[src/rtl/core/dehw_pkg.sv]
// Types, constants and helper functions of the element header walker.
`default_nettype none

package dehw_pkg;

  typedef enum logic [1:0] {
    PH_PREAMBLE,
    PH_HEADER,
    PH_SKIP,
    PH_TRAIL
  } phase_t;

  typedef enum logic [2:0] {
    RC_ELEMENT,
    RC_DONE,
    RC_MISSING_PREAMBLE,
    RC_TRUNC_LONG,
    RC_TRUNC_SHORT,
    RC_UNDEF_LENGTH,
    RC_OVERRUN
  } code_t;

  typedef struct packed {
    code_t       code;
    logic [15:0] group_number;
    logic [15:0] element_number;
    logic [7:0]  vr_first_char;
    logic [7:0]  vr_second_char;
    logic [31:0] value_length;
    logic [31:0] value_offset;
    logic        last_of_run;
  } result_t;

  localparam logic [31:0] MAGIC_WORD     = "DICM";
  localparam logic [31:0] MIN_FILE_LEN   = 32'd132;
  localparam logic [29:0] MARKER_WORD    = 30'd32;  // positions 128..131
  localparam logic [1:0]  MARKER_LAST    = 2'd3;
  localparam logic [31:0] UNDEF_LEN      = 32'hFFFF_FFFF;
  localparam logic [3:0]  HDR_BASE_BYTES = 4'd6;
  localparam logic [3:0]  HDR_SHORT_END  = 4'd8;
  localparam logic [3:0]  HDR_LONG_END   = 4'd12;
  localparam int          FIFO_DEPTH     = 4;
  localparam int          FIFO_PTR_W     = $clog2(FIFO_DEPTH);
  localparam int          FIFO_CNT_W     = $clog2(FIFO_DEPTH + 1);

  // Expected marker character for position 128 + idx.
  function automatic logic [7:0] marker_char(input logic [1:0] idx);
    logic [7:0] ch;
    case (idx)
      2'd0:    ch = MAGIC_WORD[31:24];
      2'd1:    ch = MAGIC_WORD[23:16];
      2'd2:    ch = MAGIC_WORD[15:8];
      default: ch = MAGIC_WORD[7:0];
    endcase
    return ch;
  endfunction

  // VRs that carry two reserved bytes and a 4-byte length.
  function automatic logic vr_is_long(input logic [7:0] a, input logic [7:0] b);
    logic lng;
    case (a)
      "O":     lng = b inside {"B", "D", "F", "L", "V", "W"};
      "S":     lng = (b == "Q");
      "U":     lng = b inside {"C", "N", "R", "T"};
      default: lng = 1'b0;
    endcase
    return lng;
  endfunction

endpackage

`default_nettype wire

[src/rtl/core/dicom_element_header_walker.sv]
// Top level of the explicit-VR little-endian element header walker.
`default_nettype none

// Channel   Direction  Handshake                      Payload
// data      in         data_valid / data_ready        data_byte
// result    out        result_valid / result_ready    result_code .. last_of_run
// config    in         file_length_wr (no wait)       file_length
//
// Each byte is decoded in the cycle it is accepted, so one byte per cycle is
// sustained while data_ready stays high; its results are registered.
// A byte yields zero, one or two results, which are queued in a four-entry
// result FIFO; data_ready drops only while fewer than two FIFO slots are free.
// Reset is synchronous: the walk restarts at position zero, file_length is 1.
// Stalls on the result side back up into the FIFO and then into data_ready.
module dicom_element_header_walker
  import dehw_pkg::*;
(
  input  wire logic        clk,
  input  wire logic        rst,
  // Configuration write
  input  wire logic        file_length_wr,
  input  wire logic [31:0] file_length,
  // Byte stream
  input  wire logic        data_valid,
  output logic             data_ready,
  input  wire logic [7:0]  data_byte,
  // Result stream
  output logic             result_valid,
  input  wire logic        result_ready,
  output logic [2:0]       result_code,
  output logic [15:0]      group_number,
  output logic [15:0]      element_number,
  output logic [7:0]       vr_first_char,
  output logic [7:0]       vr_second_char,
  output logic [31:0]      value_length,
  output logic [31:0]      value_offset,
  output logic             last_of_run
);

  // Walker state.
  logic [31:0] file_len;
  logic [31:0] pos;
  phase_t      phase;
  logic        marker_ok;
  logic [47:0] hdr;
  logic [3:0]  hdr_count;
  logic [31:0] skip;
  logic        walk_ended;

  phase_t      phase_next;
  logic        marker_ok_next;
  logic [47:0] hdr_next;
  logic [3:0]  hdr_count_next;
  logic [31:0] skip_next;
  logic        walk_ended_next;

  // Result FIFO.
  result_t                fifo_q [FIFO_DEPTH];
  logic [FIFO_PTR_W-1:0]  wr_ptr;
  logic [FIFO_PTR_W-1:0]  wr_ptr_inc;
  logic [FIFO_PTR_W-1:0]  rd_ptr;
  logic [FIFO_CNT_W-1:0]  count;
  logic [FIFO_CNT_W-1:0]  count_next;

  logic accept;
  logic go;
  logic pop;

  // Byte decode.
  logic [32:0] pos1;
  logic        in_marker;
  logic        marker_last;
  logic        marker_good;
  logic        short_file;
  logic        no_room;
  logic [47:0] hdr_w;
  logic [31:0] skip_w;
  logic [3:0]  count_inc;
  logic        lng;
  logic        hdr_base_done;
  logic        hdr_end;
  logic        trunc_long;
  logic        trunc_short;
  logic        overrun;
  logic [31:0] skip_dec;

  // Result selection.
  logic    prim_valid;
  code_t   prim_code;
  logic    prim_ends;
  logic    done_hit;
  result_t prim_res;
  result_t done_res;
  result_t res_a;
  result_t res_b;
  logic    push_a;
  logic    push_b;
  logic [1:0] push_n;

  assign accept = data_valid && data_ready;
  assign go     = accept && !walk_ended;
  assign pop    = result_valid && result_ready;

  // The FIFO must be able to take the worst case of two results per byte.
  assign data_ready   = (count <= FIFO_CNT_W'(FIFO_DEPTH - 2));
  assign result_valid = (count != '0);

  // ---------------------------------------------------------------------
  // Byte decode: everything the byte contributes, before phase gating.
  // ---------------------------------------------------------------------
  assign pos1        = {1'b0, pos} + 33'd1;
  assign in_marker   = (pos[31:2] == MARKER_WORD);
  assign marker_last = in_marker && (pos[1:0] == MARKER_LAST);
  assign marker_good = marker_ok && (data_byte == marker_char(pos[1:0]));
  assign short_file  = (file_len < MIN_FILE_LEN);
  assign no_room     = (hdr_count == '0) && (({1'b0, pos} + 33'd6) > {1'b0, file_len});

  // Group, element and VR bytes land in byte lanes of the header word.
  always_comb begin
    hdr_w = (hdr_count == '0) ? '0 : hdr;
    for (int i = 0; i < 6; i++) begin
      if (hdr_count == 4'(i)) begin
        hdr_w[8*i +: 8] = hdr_w[8*i +: 8] | data_byte;
      end
    end
  end

  assign lng = vr_is_long(hdr_w[39:32], hdr_w[47:40]);

  // Length bytes follow the VR directly for short VRs and after two reserved
  // bytes for long VRs.
  always_comb begin
    skip_w = (hdr_count == '0) ? '0 : skip;
    for (int j = 0; j < 4; j++) begin
      if (lng && hdr_count == 4'(j + 8)) begin
        skip_w[8*j +: 8] = skip_w[8*j +: 8] | data_byte;
      end
      if (!lng && j < 2 && hdr_count == 4'(j + 6)) begin
        skip_w[8*j +: 8] = skip_w[8*j +: 8] | data_byte;
      end
    end
  end

  assign count_inc     = hdr_count + 4'd1;
  assign hdr_base_done = (count_inc == HDR_BASE_BYTES);
  assign hdr_end       = !hdr_base_done &&
                         (count_inc >= (lng ? HDR_LONG_END : HDR_SHORT_END));
  assign trunc_long    = lng && (({1'b0, pos} + 33'd7) > {1'b0, file_len});
  assign trunc_short   = !lng && (({1'b0, pos} + 33'd3) > {1'b0, file_len});
  assign overrun       = ({1'b0, pos1} + {2'b0, skip_w}) > {2'b0, file_len};
  assign skip_dec      = (skip != '0) ? skip - 32'd1 : skip;

  // ---------------------------------------------------------------------
  // Next state.
  // ---------------------------------------------------------------------
  always_comb begin
    phase_next     = phase;
    marker_ok_next = marker_ok;
    hdr_next       = hdr;
    hdr_count_next = hdr_count;
    skip_next      = skip;
    if (go) begin
      case (phase)
        PH_PREAMBLE: begin
          if (!short_file && in_marker) begin
            marker_ok_next = marker_good;
            if (marker_last && marker_good) begin
              phase_next     = PH_HEADER;
              hdr_count_next = '0;
              hdr_next       = '0;
              skip_next      = '0;
            end
          end
        end
        PH_HEADER: begin
          if (no_room) begin
            phase_next = PH_TRAIL;
          end else begin
            hdr_next       = hdr_w;
            skip_next      = skip_w;
            hdr_count_next = count_inc;
            if (hdr_end) begin
              hdr_count_next = '0;
              // A nonzero length is skipped; an error ends the walk anyway.
              if (skip_w != '0 && skip_w != UNDEF_LEN && !overrun) begin
                phase_next = PH_SKIP;
              end
            end
          end
        end
        PH_SKIP: begin
          skip_next = skip_dec;
          if (skip_dec == '0) begin
            phase_next     = PH_HEADER;
            hdr_count_next = '0;
          end
        end
        default: begin
          // Trailing bytes are ignored.
        end
      endcase
    end
  end

  // ---------------------------------------------------------------------
  // Results of this byte.
  // ---------------------------------------------------------------------
  always_comb begin
    prim_valid = 1'b0;
    prim_code  = RC_ELEMENT;
    if (go) begin
      case (phase)
        PH_PREAMBLE: begin
          if (short_file || (marker_last && !marker_good)) begin
            prim_valid = 1'b1;
            prim_code  = RC_MISSING_PREAMBLE;
          end
        end
        PH_HEADER: begin
          if (!no_room) begin
            if (hdr_base_done && (trunc_long || trunc_short)) begin
              prim_valid = 1'b1;
              prim_code  = trunc_long ? RC_TRUNC_LONG : RC_TRUNC_SHORT;
            end else if (hdr_end) begin
              prim_valid = 1'b1;
              if (skip_w == UNDEF_LEN) begin
                prim_code = RC_UNDEF_LENGTH;
              end else if (overrun) begin
                prim_code = RC_OVERRUN;
              end else begin
                prim_code = RC_ELEMENT;
              end
            end
          end
        end
        default: begin
          prim_valid = 1'b0;
        end
      endcase
    end

    prim_ends = prim_valid && (prim_code != RC_ELEMENT);
    done_hit  = go && !prim_ends && (pos1 >= {1'b0, file_len});

    prim_res      = '0;
    prim_res.code = prim_code;
    if (prim_code != RC_MISSING_PREAMBLE) begin
      prim_res.group_number   = hdr_w[15:0];
      prim_res.element_number = hdr_w[31:16];
      prim_res.vr_first_char  = hdr_w[39:32];
      prim_res.vr_second_char = hdr_w[47:40];
    end
    if (prim_code == RC_ELEMENT || prim_code == RC_UNDEF_LENGTH ||
        prim_code == RC_OVERRUN) begin
      prim_res.value_length = skip_w;
      prim_res.value_offset = pos1[31:0];
    end
    prim_res.last_of_run = !done_hit;

    done_res             = '0;
    done_res.code        = RC_DONE;
    done_res.last_of_run = 1'b1;

    res_a  = prim_valid ? prim_res : done_res;
    res_b  = done_res;
    push_a = prim_valid || done_hit;
    push_b = prim_valid && done_hit;
    push_n = {1'b0, push_a} + {1'b0, push_b};
  end

  assign walk_ended_next = walk_ended || prim_ends || done_hit;

  // ---------------------------------------------------------------------
  // Registers.
  // ---------------------------------------------------------------------
  always_ff @(posedge clk) begin
    if (rst) begin
      file_len <= 32'd1;
    end else if (file_length_wr) begin
      file_len <= file_length;
    end
  end

  always_ff @(posedge clk) begin
    if (rst) begin
      pos        <= '0;
      phase      <= PH_PREAMBLE;
      marker_ok  <= 1'b1;
      hdr        <= '0;
      hdr_count  <= '0;
      skip       <= '0;
      walk_ended <= 1'b0;
    end else begin
      if (accept) begin
        pos <= pos1[31:0];
      end
      phase      <= phase_next;
      marker_ok  <= marker_ok_next;
      hdr        <= hdr_next;
      hdr_count  <= hdr_count_next;
      skip       <= skip_next;
      walk_ended <= walk_ended_next;
    end
  end

  assign wr_ptr_inc = wr_ptr + FIFO_PTR_W'(1);
  assign count_next = count + FIFO_CNT_W'(push_n) - FIFO_CNT_W'(pop);

  always_ff @(posedge clk) begin
    if (rst) begin
      wr_ptr <= '0;
      rd_ptr <= '0;
      count  <= '0;
    end else begin
      wr_ptr <= wr_ptr + FIFO_PTR_W'(push_n);
      if (pop) begin
        rd_ptr <= rd_ptr + FIFO_PTR_W'(1);
      end
      count <= count_next;
    end
  end

  always_ff @(posedge clk) begin
    if (push_a) begin
      fifo_q[wr_ptr] <= res_a;
    end
    if (push_b) begin
      fifo_q[wr_ptr_inc] <= res_b;
    end
  end

  // Head of the FIFO drives the result port.
  assign result_code    = fifo_q[rd_ptr].code;
  assign group_number   = fifo_q[rd_ptr].group_number;
  assign element_number = fifo_q[rd_ptr].element_number;
  assign vr_first_char  = fifo_q[rd_ptr].vr_first_char;
  assign vr_second_char = fifo_q[rd_ptr].vr_second_char;
  assign value_length   = fifo_q[rd_ptr].value_length;
  assign value_offset   = fifo_q[rd_ptr].value_offset;
  assign last_of_run    = fifo_q[rd_ptr].last_of_run;

endmodule

`default_nettype wire

[config.mk]
export PLATFORM = sky130hd
export DESIGN_NAME = dicom_element_header_walker
export DESIGN_NICKNAME = d
export VERILOG_FILES = /design/src/rtl/core/dehw_pkg.sv /design/src/rtl/core/dicom_element_header_walker.sv
export SDC_FILE = /design/constraint.sdc
export NUM_CORES = 2
export LEC_CHECK = 0
export ABC_CLOCK_PERIOD_IN_PS = 11900
export BUFFER_PORTS_ARGS = -buffer_cell sky130_fd_sc_hd__buf_2
export CAP_MARGIN = 20
export CORE_ASPECT_RATIO = 1.2
export CORE_UTILIZATION = 60
export DETAILED_ROUTE_END_ITERATION = 7
export PLACE_DENSITY_LB_ADDON = 0.08
export SETUP_SLACK_MARGIN = 0.4
export SKIP_CTS_REPAIR_TIMING = 1
export SYNTH_ARGS = -nofsm -noshare
export SYNTH_HDL_FRONTEND = slang
export SYNTH_SLANG_ARGS = --single-unit
[constraint.sdc]
create_clock -name clk -period 11.9 [get_ports clk]
set_input_delay 1.19 -clock clk [delete_from_list [all_inputs] [get_ports clk]]
set_output_delay 1.19 -clock clk [all_outputs]
set_load 0.02 [all_outputs]
After elaboration in Yosys (flattened, before gate mapping). Memories as Yosys holds them, arrays and structs flattened. A register that Yosys moved wholly into a read port is not among the register bits. Index checks and enable logic that the tools add are counted.

Bits in registers: 159. Memory bits (writable): 464. Bits of input ports: 45. Output and inout bits: 118. Word-level logic and storage cells: 210. Memories kept: 1.

Add/subtract/negate cells: 13. $lt $le $gt $ge: 8. Equality and inequality tests: 44. Multiplexer cells: 63. Bitwise gates (word level): 12. Reduce and logical (&&, ||, !) cells: 58.

Memories: fifo_q (depth 4, bits a word 116, read ports 1, clocked after Yosys merged registers in 1, wr ports 2, RTL line dicom_element_header_walker.sv:58) `result_t fifo_q [FIFO_DEPTH];`.

Operator list (count): 48-bit 2-to-1 mux (5); 32-bit 2-to-1 mux (5); 116-bit 2-to-1 mux (1); 8-bit by 7-bit == test with 1-bit output, second input constant (14); 33-bit by 32-bit > comparator with 1-bit output (3); 8-bit 2-to-1 mux (12); 8-bit OR (12); 32-bit case mux with 3 select lines (1); 48-bit case mux with 2 select lines (1); 32-bit by 3-bit adder with 33-bit output, second input constant (2); 64-bit 2-to-1 mux (1); 32-bit nonzero test (2); 33-bit by 32-bit adder with 34-bit output (1); 34-bit by 32-bit > comparator with 1-bit output (1); 32-bit by 1-bit adder with 33-bit output, second input constant (1); 32-bit by 2-bit adder with 33-bit output, second input constant (1); 33-bit by 32-bit greater-or-equal comparator with 1-bit output (1); 32-bit == test, second input constant (1); 32-bit zero test (1); 32-bit by 8-bit < comparator with 1-bit output, second input constant (1); 32-bit != test, second input constant (1); 32-bit by 1-bit subtractor with 32-bit output, second input constant (1); 30-bit by 6-bit == test with 1-bit output, second input constant (1); 1-bit logical AND (25); 41 further kinds (103).

Longest topological paths before layout.
Word-level depth: 29. Mapped depth: 49. Depth with buffers taken out: 46.

Worst setup path after synthesis. No wires, ideal clock.

Path kind: input port to flip-flop. Start point: input port data_byte[3]. End point: memory fifo_q[2][42] (netlist name). Setup time: 0.137 ns. Arrival time: 9.659 ns. Required time: 11.763 ns. Setup slack: 2.103 ns. Stages: 44. Buffers on the path: 5. Cells stage by stage: clkbuf_1 -> and2_1 -> a221oi_1 -> buf_2 -> nor3b_1 -> a221o_1 -> nand2_4 -> inv_2 -> mux2_2 -> a22oi_1 -> inv_1 -> ha_1 -> a21o_1 -> a21oi_1 -> o21bai_1 -> o311a_1 -> o21ai_0 -> a31oi_1 -> [8 not listed] -> nand3b_1 -> a211oi_1 -> a21bo_2 -> a32o_1 -> o31ai_1 -> and2_1 -> o211ai_1 -> a21oi_1 -> nand2_1 -> ha_1 -> or2_2 -> clkbuf_1 -> nor2_1 -> a21oi_1 -> clkbuf_1 -> clkbuf_1 -> nand2_1 -> o31ai_1.

RTL lines: start, declared (RTL line dicom_element_header_walker.sv:26) `input wire logic [7:0] data_byte,`; end, declared (RTL line dicom_element_header_walker.sv:58).

==> summary.txt <==
Outcome: finished clean
Post-synth EDFFs: 0
Nets: 4299
Worst-skew pair later-pin latency: 0.66 ns
Fmax: 92.8 MHz
Worst clock skew: 0.0396 ns
Layout cells sized above 1: 0.127
RSZ-0062 raised after global routing: no
Hold Crit Depth: 2
Worst-path maximum fanout: 48
Min cycle time layout: 10.77 ns
Yosys cell types: 93
Clk root buf: clkbuf_16
# rows: 96
Chip width: 222 um
Initial Utilization: 0.608
Slew headroom: 0.178
Hpwl dp: 76.3 mm
Flop2flop setup slack: 1.13 ns
Initial drt markers: 3062
CP max-delay cell: a221oi_2
RD Place Congestion: 1.06
Asr flop ratio synth: 0
Global route total overflow: 0
Hold Crit Class: reg -> reg
Setup TNS: 0 ns
Main flop type after synthesis: dfxtp_1
Final setup margin: 1.13 ns
Max-Cap Viols: 0
WL per Instance: 23.4 um
Crit. End Element: register
HP Start: fifo_q[1][113]$_SDFFE_PP1P_
Reg clk slew, reported paths: 0.06 ns
Cts bufs inserted: 61
Least-Margin Pin Slew: 1.22 ns
Die H: 266 um
Global-route wire length before repair: 173 mm
Mapped Area: 34800 sq um
Tcrit/Tclk final: 0.905
Reg-to-reg startpoint: hdr_count[0]$_SDFFE_PP0P_
Top Family by Delay on Critical Path: compound AO/OA/AOI/OAI gates
Critical Path AT: 11.32 ns
CTS tree: built
Crit-path max cell delay: 0.57 ns
Clock Tree Buf Depth: 3
Syn nets: 4297
Worst Hold End: fifo_q[1][113]$_SDFFE_PP1P_
Commonest cells after routing, fill and taps aside: 649 x nand2_1, 623 x dfxtp_1, 312 x o21ai_0, 274 x nor2_1, 217 x o31ai_1
Vias: 30900
Seq/Total Area, Yosys: 0.359
Leak pwr: 15.3 nW
Critical path class: reg -> reg
Yosys reg bits: 625
H-tree levels: 2
Buf/Inv on CP: 7
FF-to-FF path depth: 45
Mapped Cells: 4033
Vias in the first global route: 29400
Final Hold Fails: 0
Worst reg2reg endpoint: fifo_q[2][70]$_SDFFE_PP0P_
Overall global routing resource usage: 0.374
Pre-Repair DR Iteration Count: 7
Antenna violations before repair: 1
Core area: 57300 sq um
CP startpoint kind: register
Ratio of total power to cell area: 123 nW/um^2
Synth Warn #: 0
Synthesis-to-finish area growth: 9.56%
CP required: 12.45 ns
DRT Wirelength: 113 mm
Total die area: 59000 sq um
Final max-slew violation count: 0
Commonest non-fill, non-tap cell in the layout: nand2_1
Number of remaining DRC errors: 0
Setup violators final: 0
Avg Vias per Cell: 6.42
Setup WS pre-CTS: 0.600 ns
Largest net degree at the start of global routing: 149
IO Count: 163
CTS Sinks: 625
Port Buf Inserts: 162
VDD IR max: 0.155 mV
Avg Cell Area, Syn: 8.63 sq um
Number of routed nets with antenna violations: 0
worst max-delay path by stage:
stage                                          from                         end  slack [ns]  cells after the start
after floorplan                        data_byte[3]  fifo_q[2][42]$_SDFFE_PP0P_        2.10                     44
after global placement                 data_byte[5]  fifo_q[3][66]$_SDFFE_PP0P_        0.83                     46
after detailed placement               data_byte[6]  fifo_q[3][62]$_SDFFE_PP0P_        0.60                     46
after CTS                 hdr_count[0]$_SDFFE_PP0P_  fifo_q[3][72]$_SDFFE_PP0P_        0.69                     47
after global routing      hdr_count[0]$_SDFFE_PP0P_  fifo_q[2][70]$_SDFFE_PP0P_        0.46                     47
final                     hdr_count[0]$_SDFFE_PP0P_  fifo_q[2][70]$_SDFFE_PP0P_        1.13                     45
worst reg2reg max path, delay by kind of cell (launching register included):
family / cells / cell delay [ns]
buffers and inverters: 7 / 1.38
flip-flops: 1 / 0.38
AO/OA/AOI/OAI: 20 / 4.94
multiplexers: 1 / 0.46
XOR/XNOR: 1 / 0.14
AND/OR/NAND/NOR: 12 / 2.21
adder cells (fa/ha/maj): 4 / 1.14
sequential cells by signal (all words and copies together), names as in the netlist, named ones only:
register / cells
count: 3
rd_ptr: 2
pos: 32
phase: 2
hdr: 48
hdr_count: 4
walk_ended: 1
fifo_q: 464
file_len: 32
marker_ok: 1
wr_ptr: 2
skip: 32
cell families (layout without fill, tap and decap cells):
family	after synthesis	after routing	synth area share
other	0	1	0
AND/OR/NAND/NOR	1370	1372	0.179
XOR/XNOR	207	207	0.0521
buffers and inverters	426	476	0.0488
flip-flops	625	625	0.359
adder cells (fa/ha/maj)	219	219	0.0792
AO/OA/AOI/OAI	1022	1022	0.193
multiplexers	164	164	0.0891
power breakdown:
group	internal, mW	total, mW	switching, mW	leakage, nW
combinational	0.205	0.493	0.288	9.24
clock	1.14	2.01	0.869	1.01
sequential	2.11	2.19	0.0737	5.04
routing by layer:
metal	wire, um	track usage	vias up
met2	52600	0.621	1311
met1	43200	0.446	14800
met4	9120	0.268	0
met3	7890	0.0557	393
li1	-	-	14500
met5	0	0	-
synth_stat cells (6+ instances only):
cell type / count / area [sq um]
buf_2: 16 / 80.1
xor2_1: 81 / 709
nand2_1: 655 / 2460
clkbuf_1: 223 / 837
o21ai_0: 313 / 1570
or4_1: 10 / 75.1
o21bai_1: 6 / 45.0
o31ai_1: 217 / 1630
a211oi_1: 10 / 75.1
nor4_1: 42 / 263
o211ai_1: 9 / 67.6
a21oi_1: 163 / 816
buf_1: 43 / 161
o21a_1: 20 / 150
nor2b_1: 27 / 169
nor3_1: 89 / 445
ha_1: 217 / 2720
mux2i_1: 45 / 450
nand3_1: 49 / 245
inv_1: 130 / 488
a22oi_1: 80 / 601
a21o_1: 76 / 571
buf_6: 10 / 113
nor2_1: 275 / 1030
or2_2: 12 / 75.1
a22o_1: 12 / 105
nand4_1: 62 / 388
or3_1: 29 / 181
and3b_1: 8 / 70.1
mux4_2: 116 / 2610
o31a_1: 7 / 61.3
and3_1: 14 / 87.6
o22ai_1: 18 / 113
a211o_1: 7 / 61.3
and2_1: 27 / 169
and4_1: 11 / 96.3
nand2b_1: 24 / 150
xnor2_1: 126 / 1100
a221o_1: 6 / 60.1
o31ai_2: 6 / 75.1
dfxtp_1: 625 / 12500
nor3b_1: 10 / 75.1
final cells by class:
class	count	area (sq um)
Multi-Input combinational cell	2984	20700
Fill cell	4879	19200
Sequential cell	625	12500
Clock buffer	82	1710
Timing Repair Buffer	230	1400
Tap cell	735	920
Inverter	133	499
Clock inverter	31	369
Antenna cell	1	2.50
per-stage QoR:
step / instance area [sq um] / total power [mW] / hold slack [ns] / instances / utilization
global placement: 36000 / 2.72 / 0.427 / 4703 / 0.628
CTS: 38100 / 4.71 / 0.443 / 4816 / 0.665
finish: 38100 / 4.69 / 0.442 / 4821 / 0.666
floorplan: 34800 / 2.56 / 0.420 / 4033 / -
global route: 38100 / 4.84 / 0.466 / 4820 / 0.666
detailed placement: 36000 / 2.72 / 0.434 / 4703 / 0.628
No activity file was read; power rests on OpenSTA's default activity.
